### src/rtl/core/kcs_pkg.sv
// ----------------------------------------------------------------------------
// kcs_pkg
// shared types and constants of the keyframe curve sampler
// ----------------------------------------------------------------------------
`default_nettype none

package kcs_pkg;

    localparam int FRAC_BITS        = 16;
    localparam int VAL_W            = 32;
    localparam int KIDX_W           = 6;
    localparam int DEFAULT_MAX_KEYS = 64;

    // datapath widths: spline terms, multiplier operand b, product, accumulator
    localparam int H_W     = 40;
    localparam int MB_W    = 18;
    localparam int PROD_W  = H_W + MB_W;
    localparam int ACC_W   = 72;
    localparam int ALPHA_W = FRAC_BITS + 1;
    localparam logic [ALPHA_W-1:0] ALPHA_ONE = ALPHA_W'(1) << FRAC_BITS;

    // configuration port
    localparam int CFG_IDX_W  = 2;
    localparam int CFG_DATA_W = 31;
    localparam logic [CFG_IDX_W-1:0] CFG_LOOPING   = 2'd0;
    localparam logic [CFG_IDX_W-1:0] CFG_ANIM_LEN  = 2'd1;
    localparam logic [CFG_IDX_W-1:0] CFG_KEY_COUNT = 2'd2;

    localparam logic FUNC_WRITE  = 1'b0;
    localparam logic FUNC_SAMPLE = 1'b1;

    // serial divider widths
    localparam int DIV_R_W   = 34;
    localparam int DIV_D_W   = 32;
    localparam int DIV_DEN_W = 33;
    localparam int DIV_CNT_W = 6;
    localparam logic [DIV_CNT_W-1:0] DIV_STEPS_MOD   = 6'd32;
    localparam logic [DIV_CNT_W-1:0] DIV_STEPS_ALPHA = DIV_CNT_W'(FRAC_BITS);

    typedef struct packed {
        logic                    func;
        logic [KIDX_W-1:0]       key_index;
        logic signed [VAL_W-1:0] time_req;
        logic signed [VAL_W-1:0] value_x;
        logic signed [VAL_W-1:0] value_y;
        logic signed [VAL_W-1:0] value_z;
        logic                    smooth;
        logic signed [VAL_W-1:0] scale;
    } t_in_item;

    typedef struct packed {
        logic signed [VAL_W-1:0] out_x;
        logic signed [VAL_W-1:0] out_y;
        logic signed [VAL_W-1:0] out_z;
    } t_out_item;

    typedef struct packed {
        logic signed [VAL_W-1:0] key_time;
        logic signed [VAL_W-1:0] x;
        logic signed [VAL_W-1:0] y;
        logic signed [VAL_W-1:0] z;
        logic                    smooth;
    } t_key;

    typedef struct packed {
        logic                 start;
        logic [DIV_R_W-1:0]   r0;
        logic [DIV_D_W-1:0]   dvd;
        logic [DIV_DEN_W-1:0] den;
        logic [DIV_CNT_W-1:0] steps;
    } t_div_req;

    typedef struct packed {
        logic               busy;
        logic               done;
        logic [DIV_D_W-1:0] q;
        logic [DIV_R_W-1:0] rem;
    } t_div_rsp;

endpackage

`default_nettype wire

### src/rtl/core/kcs_div.sv
// ----------------------------------------------------------------------------
// kcs_div
// restoring divider, one quotient bit per cycle
// ----------------------------------------------------------------------------
`default_nettype none

module kcs_div (
    input  wire logic              i_clk,
    input  wire logic              i_rst_n,
    input  wire kcs_pkg::t_div_req i_req,
    output kcs_pkg::t_div_rsp      o_rsp
);

    logic                          r_busy, r_done;
    logic [kcs_pkg::DIV_CNT_W-1:0] r_cnt;
    logic [kcs_pkg::DIV_R_W-1:0]   r_rem, w_shift;
    logic [kcs_pkg::DIV_D_W-1:0]   r_dvd, r_q;
    logic [kcs_pkg::DIV_DEN_W-1:0] r_den;
    logic                          w_ge;

    // remainder stays below the divisor, so the shifted value fits
    assign w_shift = {r_rem[kcs_pkg::DIV_R_W-2:0], r_dvd[kcs_pkg::DIV_D_W-1]};
    assign w_ge    = w_shift >= {1'b0, r_den};

    always_ff @(posedge i_clk) begin
        if (!i_rst_n) begin
            r_busy <= 1'b0;
            r_done <= 1'b0;
            r_cnt  <= '0;
        end else begin
            r_done <= r_busy && (r_cnt == kcs_pkg::DIV_CNT_W'(1));
            if (i_req.start) begin
                r_busy <= 1'b1;
                r_cnt  <= i_req.steps;
            end else if (r_busy) begin
                r_cnt <= r_cnt - 1'b1;
                if (r_cnt == kcs_pkg::DIV_CNT_W'(1)) begin
                    r_busy <= 1'b0;
                end
            end
        end
    end

    always_ff @(posedge i_clk) begin
        if (i_req.start) begin
            r_rem <= i_req.r0;
            r_dvd <= i_req.dvd;
            r_den <= i_req.den;
            r_q   <= '0;
        end else if (r_busy) begin
            r_rem <= w_ge ? w_shift - {1'b0, r_den} : w_shift;
            r_dvd <= r_dvd << 1;
            r_q   <= {r_q[kcs_pkg::DIV_D_W-2:0], w_ge};
        end
    end

    assign o_rsp = '{busy: r_busy, done: r_done, q: r_q, rem: r_rem};

endmodule

`default_nettype wire

### config.mk
export PLATFORM = sky130hd
export DESIGN_NAME = kcs_div
export DESIGN_NICKNAME = d
export VERILOG_FILES = /design/src/rtl/core/kcs_pkg.sv /design/src/rtl/core/kcs_div.sv
export SDC_FILE = /design/constraint.sdc
export NUM_CORES = 1
export LEC_CHECK = 0
export BUFFER_PORTS_ARGS = -buffer_cell sky130_fd_sc_hd__buf_2
export CORE_ASPECT_RATIO = 2
export CORE_MARGIN = 10
export CORE_UTILIZATION = 59
export CTS_CLUSTER_DIAMETER = 30
export DETAILED_ROUTE_END_ITERATION = 8
export PLACE_DENSITY = 0.92
export SLEW_MARGIN = 20
export SYNTH_ARGS = -nofsm -noshare
export SYNTH_HDL_FRONTEND = slang
export SYNTH_SLANG_ARGS = --single-unit
export TNS_END_PERCENT = 5
### constraint.sdc
create_clock -name i_clk -period 5.5 [get_ports i_clk]
set_input_delay 0.55 -clock i_clk [delete_from_list [all_inputs] [get_ports i_clk]]
set_output_delay 0.55 -clock i_clk [all_outputs]
set_load 0.02 [all_outputs]
==> impl_metrics.csv, run 1 <==
group,metric,value,unit
grt,grtUsageMet1,22.58,%
critical_path,reg2regPathDepth,12,
grt,grt_pass1_wl,33.22,mm
synth,synthDistinctLibCells,59,
synth,synth_edf_count,99,
floorplan,start_util,59.76,%
timing,hold_viol,0,
run_status,status,"finished, final reports clean",
cts,cts_inserted_buffers,17,
cts,cts-hold-fix-buffers,0,
critical_path,r2r-start,"r_dvd[31]",
cells_and_area,drive_above_1_share,27.58,%
synth,synth_warnings,0,
floorplan,ioPinCount,176,
grt,antenna_found_initial,2,
cts,ctsResizeCount,0,
drt,vias,6357,
grt,grt_use_total,22.56,%
placed_design,portBuffers,175,
pwr,total_power,3.968,mW
placed_design,detailed_place_hpwl,15.44,mm
timing,setup_tns,0,ps
pwr,peakVddDrop,0.3363,mV
critical_path,cp.arrival,4290,ps
timing,fin_crit,4132,ps
grt,grt.busiest_layer,"met2",
timing,setup_viol,0,
cells_and_area,final_common_cell,"buf_2",
critical_path,path_class,"reg -> reg",
timing,rsz0062_at_grt,"no",
critical_path,crit_path_start_kind,"flop",
synth,avgSynthCellArea,10.43,um^2
synth,synth_seq_cells,139,
grt,gr-total-overflow,0,
synth,synthArstFlopShare,0,%
critical_path,r2r_setup_slack,1370,ps
drt,drcViolationCount,0,
drt,drt-pass1-iter-count,5,
grt,grt_pass1_vias,6554,
critical_path,setup.worst_path.end_class,"flop",
flow_run,max-cap-violations,0,
cts,clockBufferDepth,2,
drt,drt_iter0_drc,365,
cells_and_area,area_growth,19.40,%
floorplan,die_w,100.9,um
timing,worstMarginPinSlew,1046,ps
floorplan,rows,59,
timing,finalCritPeriodShare,75.13,%
pwr,p_leak,4.011,nW
timing,timing.fmax,242.0,MHz
worst_hold_path,min_path_type,"in -> reg",
cells_and_area,fill_cells,931,
cts,path_clk_slew,70,ps
cts,clkSinkCount,139,
cts,cts_setup_buffers,0,
cts,htree_levels,4,
grt,grt_use_met3,6.426,%
synth,synth_fp_nets,884,
worst_hold_path,min_to,"r_den[30]",
worst_hold_path,hold_path.startpoint,"i_req[36]",
drt,drt-total-wl,20.88,mm
synth,synth_area,7720,um^2
worst_hold_path,whs_path_depth,1,
synth,ys_seq_area_share,48.88,%
floorplan,die_area,18340,um^2
timing,max_slew_margin,28.49,%
drt,wl_per_cell,19.64,um
cells_and_area,multi_input_area,3598,um^2
cts,cts_tree,"done",
critical_path,cp_max_fo,31,
cts,ctsRootBufferMaster,"clkbuf_16",
drt,via_per_inst,5.980,
floorplan,core_area,12920,um^2
timing,skew,12.64,ps
timing,finalHoldWorstSlack,301.6,ps
cells_and_area,mostFrequentLayoutCells,"174 x buf_2, 99 x edfxtp_1, 62 x nor2_1",
floorplan,die_h,181.8,um
synth,syn_inst,740,
grt,grt_start_max_net_pins,87,
drt,detail-route-antenna-nets,0,
cts,worstSkewPairLatency,420,ps
cells_and_area,seq_area,3775,um^2
cells_and_area,num-nets-final,1041,
grt,met2_usage,40.62,%
timing,drv_slew,0,
critical_path,r2r-end,"r_rem[1]",
placed_design,gp_congestion,0.9403,
pwr,cellPowerDensity,430.5,nW/um^2
critical_path,worstPathRequired,5660,ps
synth,ys.flop_type,"edfxtp_1",
==> flip-flops by register name (all words and copies together), names as in the netlist <==
name    flops
r_den      33
r_done      1
r_rem      34
r_cnt       6
r_busy      1
r_q        32
r_dvd      32
==> worst max-delay path: stages, from the launching register on <==
cell and delay, ps:
edfxtp_1 350, inv_1 100, ha_1 210, fa_1 240
nor2b_1 90, o31a_1 280, o311a_1 350, o41ai_4 440
o311ai_2 250, a31oi_4 670, buf_4 470, mux2i_1 130
mux2_2 270
==> synth_stat cells, drive strengths merged (5+ instances only) <==
cell | number | area, um^2
nor4 | 5 | 31.28
nand2 | 61 | 229.0
nor2 | 62 | 232.7
a21oi | 39 | 195.2
inv | 45 | 168.9
a31oi | 14 | 102.6
and2 | 15 | 93.84
xnor2 | 13 | 113.9
nand3 | 36 | 180.2
ha | 35 | 437.9
o31ai | 7 | 52.55
and3 | 7 | 43.79
a21o | 13 | 97.59
o311ai | 22 | 200.2
buf | 10 | 58.80
dfxtp | 40 | 800.8
clkbuf | 32 | 120.1
mux2 | 33 | 371.6
nand2b | 5 | 31.28
nor3 | 8 | 40.04
mux2i | 34 | 340.3
edfxtp | 99 | 2973
o21ai | 26 | 130.1
xor2 | 14 | 122.6
nand4 | 5 | 31.28
o211ai | 6 | 45.04
nor2b | 5 | 31.28
==> per-stage QoR <==
step           instance area [um^2]  instances  worst slack (ps)  util [%]
2_1_floorplan                  7720        740              2330         -
3_3_place_gp                   8648       1030              1544     66.94
3_5_place_dp                   8648       1030              1414     66.94
4_1_cts                        9215       1062              1366     71.33
5_1_grt                        9218       1063              1158     71.35
6_report                       9218       1063              1368     71.35
==> cells by family after synthesis <==
group | Yosys count | synth area share (%)
AOI/OAI and AO/OA | 163 | 14.93
adders and majority gates | 36 | 5.932
and+or+nand+nor | 221 | 13.47
buffers and inverters | 87 | 4.506
DFF | 139 | 48.88
xor gates and xnor gates | 27 | 3.063
muxes | 67 | 9.222
==> worst max-delay path by stage <==
stage	to	start	slack (ps)	depth (start not counted)
3_5_place_dp	r_rem[1]	r_rem[1]	1410	10
3_3_place_gp	r_rem[1]	r_rem[1]	1540	10
4_1_cts	r_rem[1]	r_rem[1]	1370	10
2_1_floorplan	r_rem[1]	r_rem[1]	2330	10
5_1_grt	r_rem[1]	r_rem[1]	1160	10
6_report	r_rem[1]	r_dvd[31]	1370	12
==> layout make-up <==
cell class | instances | share of cell area [%]
well taps | 152 | 2.063
multi-input cells | 514 | 39.04
flip-flops and latches | 139 | 40.95
inverters | 45 | 1.832
clock inverters | 15 | 1.534
clock buffers | 17 | 4.615
repair buffers | 180 | 9.936
diodes | 1 | 0.02715
==> routing by layer <==
metal | routed length, um | part of all wire [%] | vias up
li1 | - | - | 3047
met1 | 7084 | 34 | 3005
met2 | 11490 | 55 | 240
met3 | 1408 | 6.7 | 65
met4 | 896 | 4.3 | 0
met5 | 0 | 0 | -
==> power breakdown <==
| group | internal, mW | switching [mW] | total [mW] | leakage (nW) |
|---|---|---|---|---|
| Combinational | 0.553 | 0.919 | 1.47 | 2.41 |
| Clock | 0.603 | 0.505 | 1.11 | 0.282 |
| Sequential | 1.30 | 0.0926 | 1.39 | 1.32 |
| Total | 2.45 | 1.52 | 3.97 | 4.01 |
No activity file was read; power rests on OpenSTA's default activity.
==> run 2: changes to the inputs <==
- CORE_UTILIZATION: 59 -> 55
- PLACE_DENSITY: 0.92 -> 0.87
- clock period: 5.5 -> 3.9 ns (I/O delays scaled with it)
==> impl_metrics.csv, run 2 (synthesis gave the netlist of run 1 again) <==
group,metric,value,unit
placed_design,portBuffers,175,
floorplan,ioPinCount,176,
timing,fin_crit,3459,ps
timing,drv_slew,0,
critical_path,crit_path_start_kind,"flop",
cells_and_area,largest_reg_flops,34,
timing,setup_viol,0,
cells_and_area,area_growth,20.79,%
cts,cts_tree,"done",
critical_path,cp_max_fo,25,
pwr,peakVddDrop,0.5392,mV
cts,ctsResizeCount,0,
grt,antenna_found_initial,3,
drt,drt_iter0_drc,384,
floorplan,rows,61,
placed_design,place_area,8767,um^2
grt,grt_start_max_net_pins,74,
worst_hold_path,min_to,"r_den[28]",
timing,skew,12.30,ps
critical_path,slowest_stage,"ha_1",
grt,gr-total-overflow,0,
timing,setup_tns,0,ps
worst_hold_path,min_path_type,"in -> reg",
grt,grt_use_total,21.70,%
timing,hold_viol,0,
drt,wl_per_cell,19.26,um
cells_and_area,top_register,"r_rem",
floorplan,die_area,19460,um^2
critical_path,r2r-start,"r_rem[25]",
critical_path,cp.arrival,3630,ps
cells_and_area,final_common_cell,"buf_2",
timing,finalCritPeriodShare,88.70,%
cts,cts-hold-fix-buffers,0,
drt,drt-total-wl,21.36,mm
drt,via_per_inst,5.747,
timing,worstMarginPinSlew,768.1,ps
critical_path,cp_cell_sequence,"ha_1, and2_0, and3_1, and4_1, a211o_1, a221o_1, a31oi_4, buf_12, mux2i_1, mux2_2",
critical_path,r2r_setup_slack,440,ps
cts,ctsRootBufferMaster,"clkbuf_16",
timing,max_slew_margin,48.79,%
floorplan,die_h,187.6,um
floorplan,die_w,103.8,um
cells_and_area,num-nets-final,1049,
timing,timing.fmax,289.1,MHz
cts,clockBufferDepth,2,
cts,path_clk_slew,70,ps
pwr,cellPowerDensity,599.7,nW/um^2
drt,detail-route-antenna-nets,0,
critical_path,worstPathRequired,4080,ps
flow_run,max-cap-violations,0,
grt,grt_pass1_vias,6729,
worst_hold_path,whs_path_depth,1,
cells_and_area,reg_top3,"r_rem (34), r_den (33)",
cts,htree_levels,4,
grt,grt_pass1_wl,34.11,mm
critical_path,setup.worst_path.end_class,"flop",
placed_design,detailed_place_hpwl,16.04,mm
cells_and_area,fin_area,9325,um^2
cells_and_area,mostFrequentLayoutCells,"174 x buf_2, 99 x edfxtp_1, 62 x nor2_1",
floorplan,core_area,13810,um^2
critical_path,r2r-end,"r_rem[1]",
drt,vias,6373,
timing,rsz0062_at_grt,"no",
critical_path,reg2regPathDepth,10,
worst_hold_path,hold_path.startpoint,"i_req[34]",
floorplan,start_util,55.88,%
critical_path,worst-path-buf-inv,1,
cts,cts_setup_buffers,0,
placed_design,gp_congestion,0.9343,
cts,cts_inserted_buffers,17,
cts,clkSinkCount,139,
critical_path,critPathTopFamily,"compound AO/OA/AOI/OAI gates",
critical_path,cp_slowest_stage_delay,440,ps
cts,worstSkewPairLatency,430,ps
critical_path,path_class,"reg -> reg",
cells_and_area,drive_above_1_share,28.10,%
drt,drt-pass1-iter-count,5,
run_status,status,"finished, final reports clean",
pwr,p_leak,4.048,nW
drt,drcViolationCount,0,
[run 2: changes by cell type in the layout (fill, tap and decap cells not counted), sizes merged]
cell	change
buf	+8
clkinv	+2
clkinvlp	-1
diode	+1
inv	-1
[run 2: routing by layer]
layer | part of all wire (%) | GRT usage (%)
met1 | 34 | 21.00
met2 | 55 | 39.71
met3 | 6.4 | 6.147
met4 | 4.7 | 12.76
met5 | 0.033 | 0
[run 2: layout make-up]
class	instances	area (um^2)
Clock buffer	17	425.4
Antenna cell	2	5.005
Clock inverter	15	127.6
Fill cell	1085	4489
Multi-Input combinational cell	514	3598
Tap cell	189	236.5
Sequential cell	139	3775
Timing Repair Buffer	188	988.4
Inverter	45	168.9
[run 2: worst max path at each step]
stage | startpoint | end | slack [ps] | depth (start not counted)
final | r_rem[25] | r_rem[1] | 440 | 10
after global routing | r_rem[25] | r_rem[11] | 150 | 9
after CTS | r_rem[25] | r_rem[1] | 450 | 10
after detailed placement | r_rem[1] | r_rem[20] | 480 | 9
after global placement | r_rem[25] | r_rem[0] | 570 | 10
after floorplan | r_rem[1] | r_rem[1] | 730 | 10
[run 2: through the flow]
step	utilization, %	hold slack, ps	setup WS (ps)	instances	total power, mW
global route	67.50	118.1	153.6	1109	5.908
detailed placement	63.46	483.5	479.1	1075	4.064
CTS	67.47	121.7	451.8	1107	5.610
floorplan	-	488.9	730.1	740	3.448
finish	67.50	132.2	440.5	1109	5.592
global placement	63.46	469.4	569.3	1075	4.026
[run 2: report_power, final]
part / switching [mW] / internal, mW / leakage (nW)
combinational: 1.28 / 0.813 / 2.45
sequential: 0.141 / 1.83 / 1.32
clock: 0.693 / 0.838 / 0.278
total: 2.11 / 3.48 / 4.05
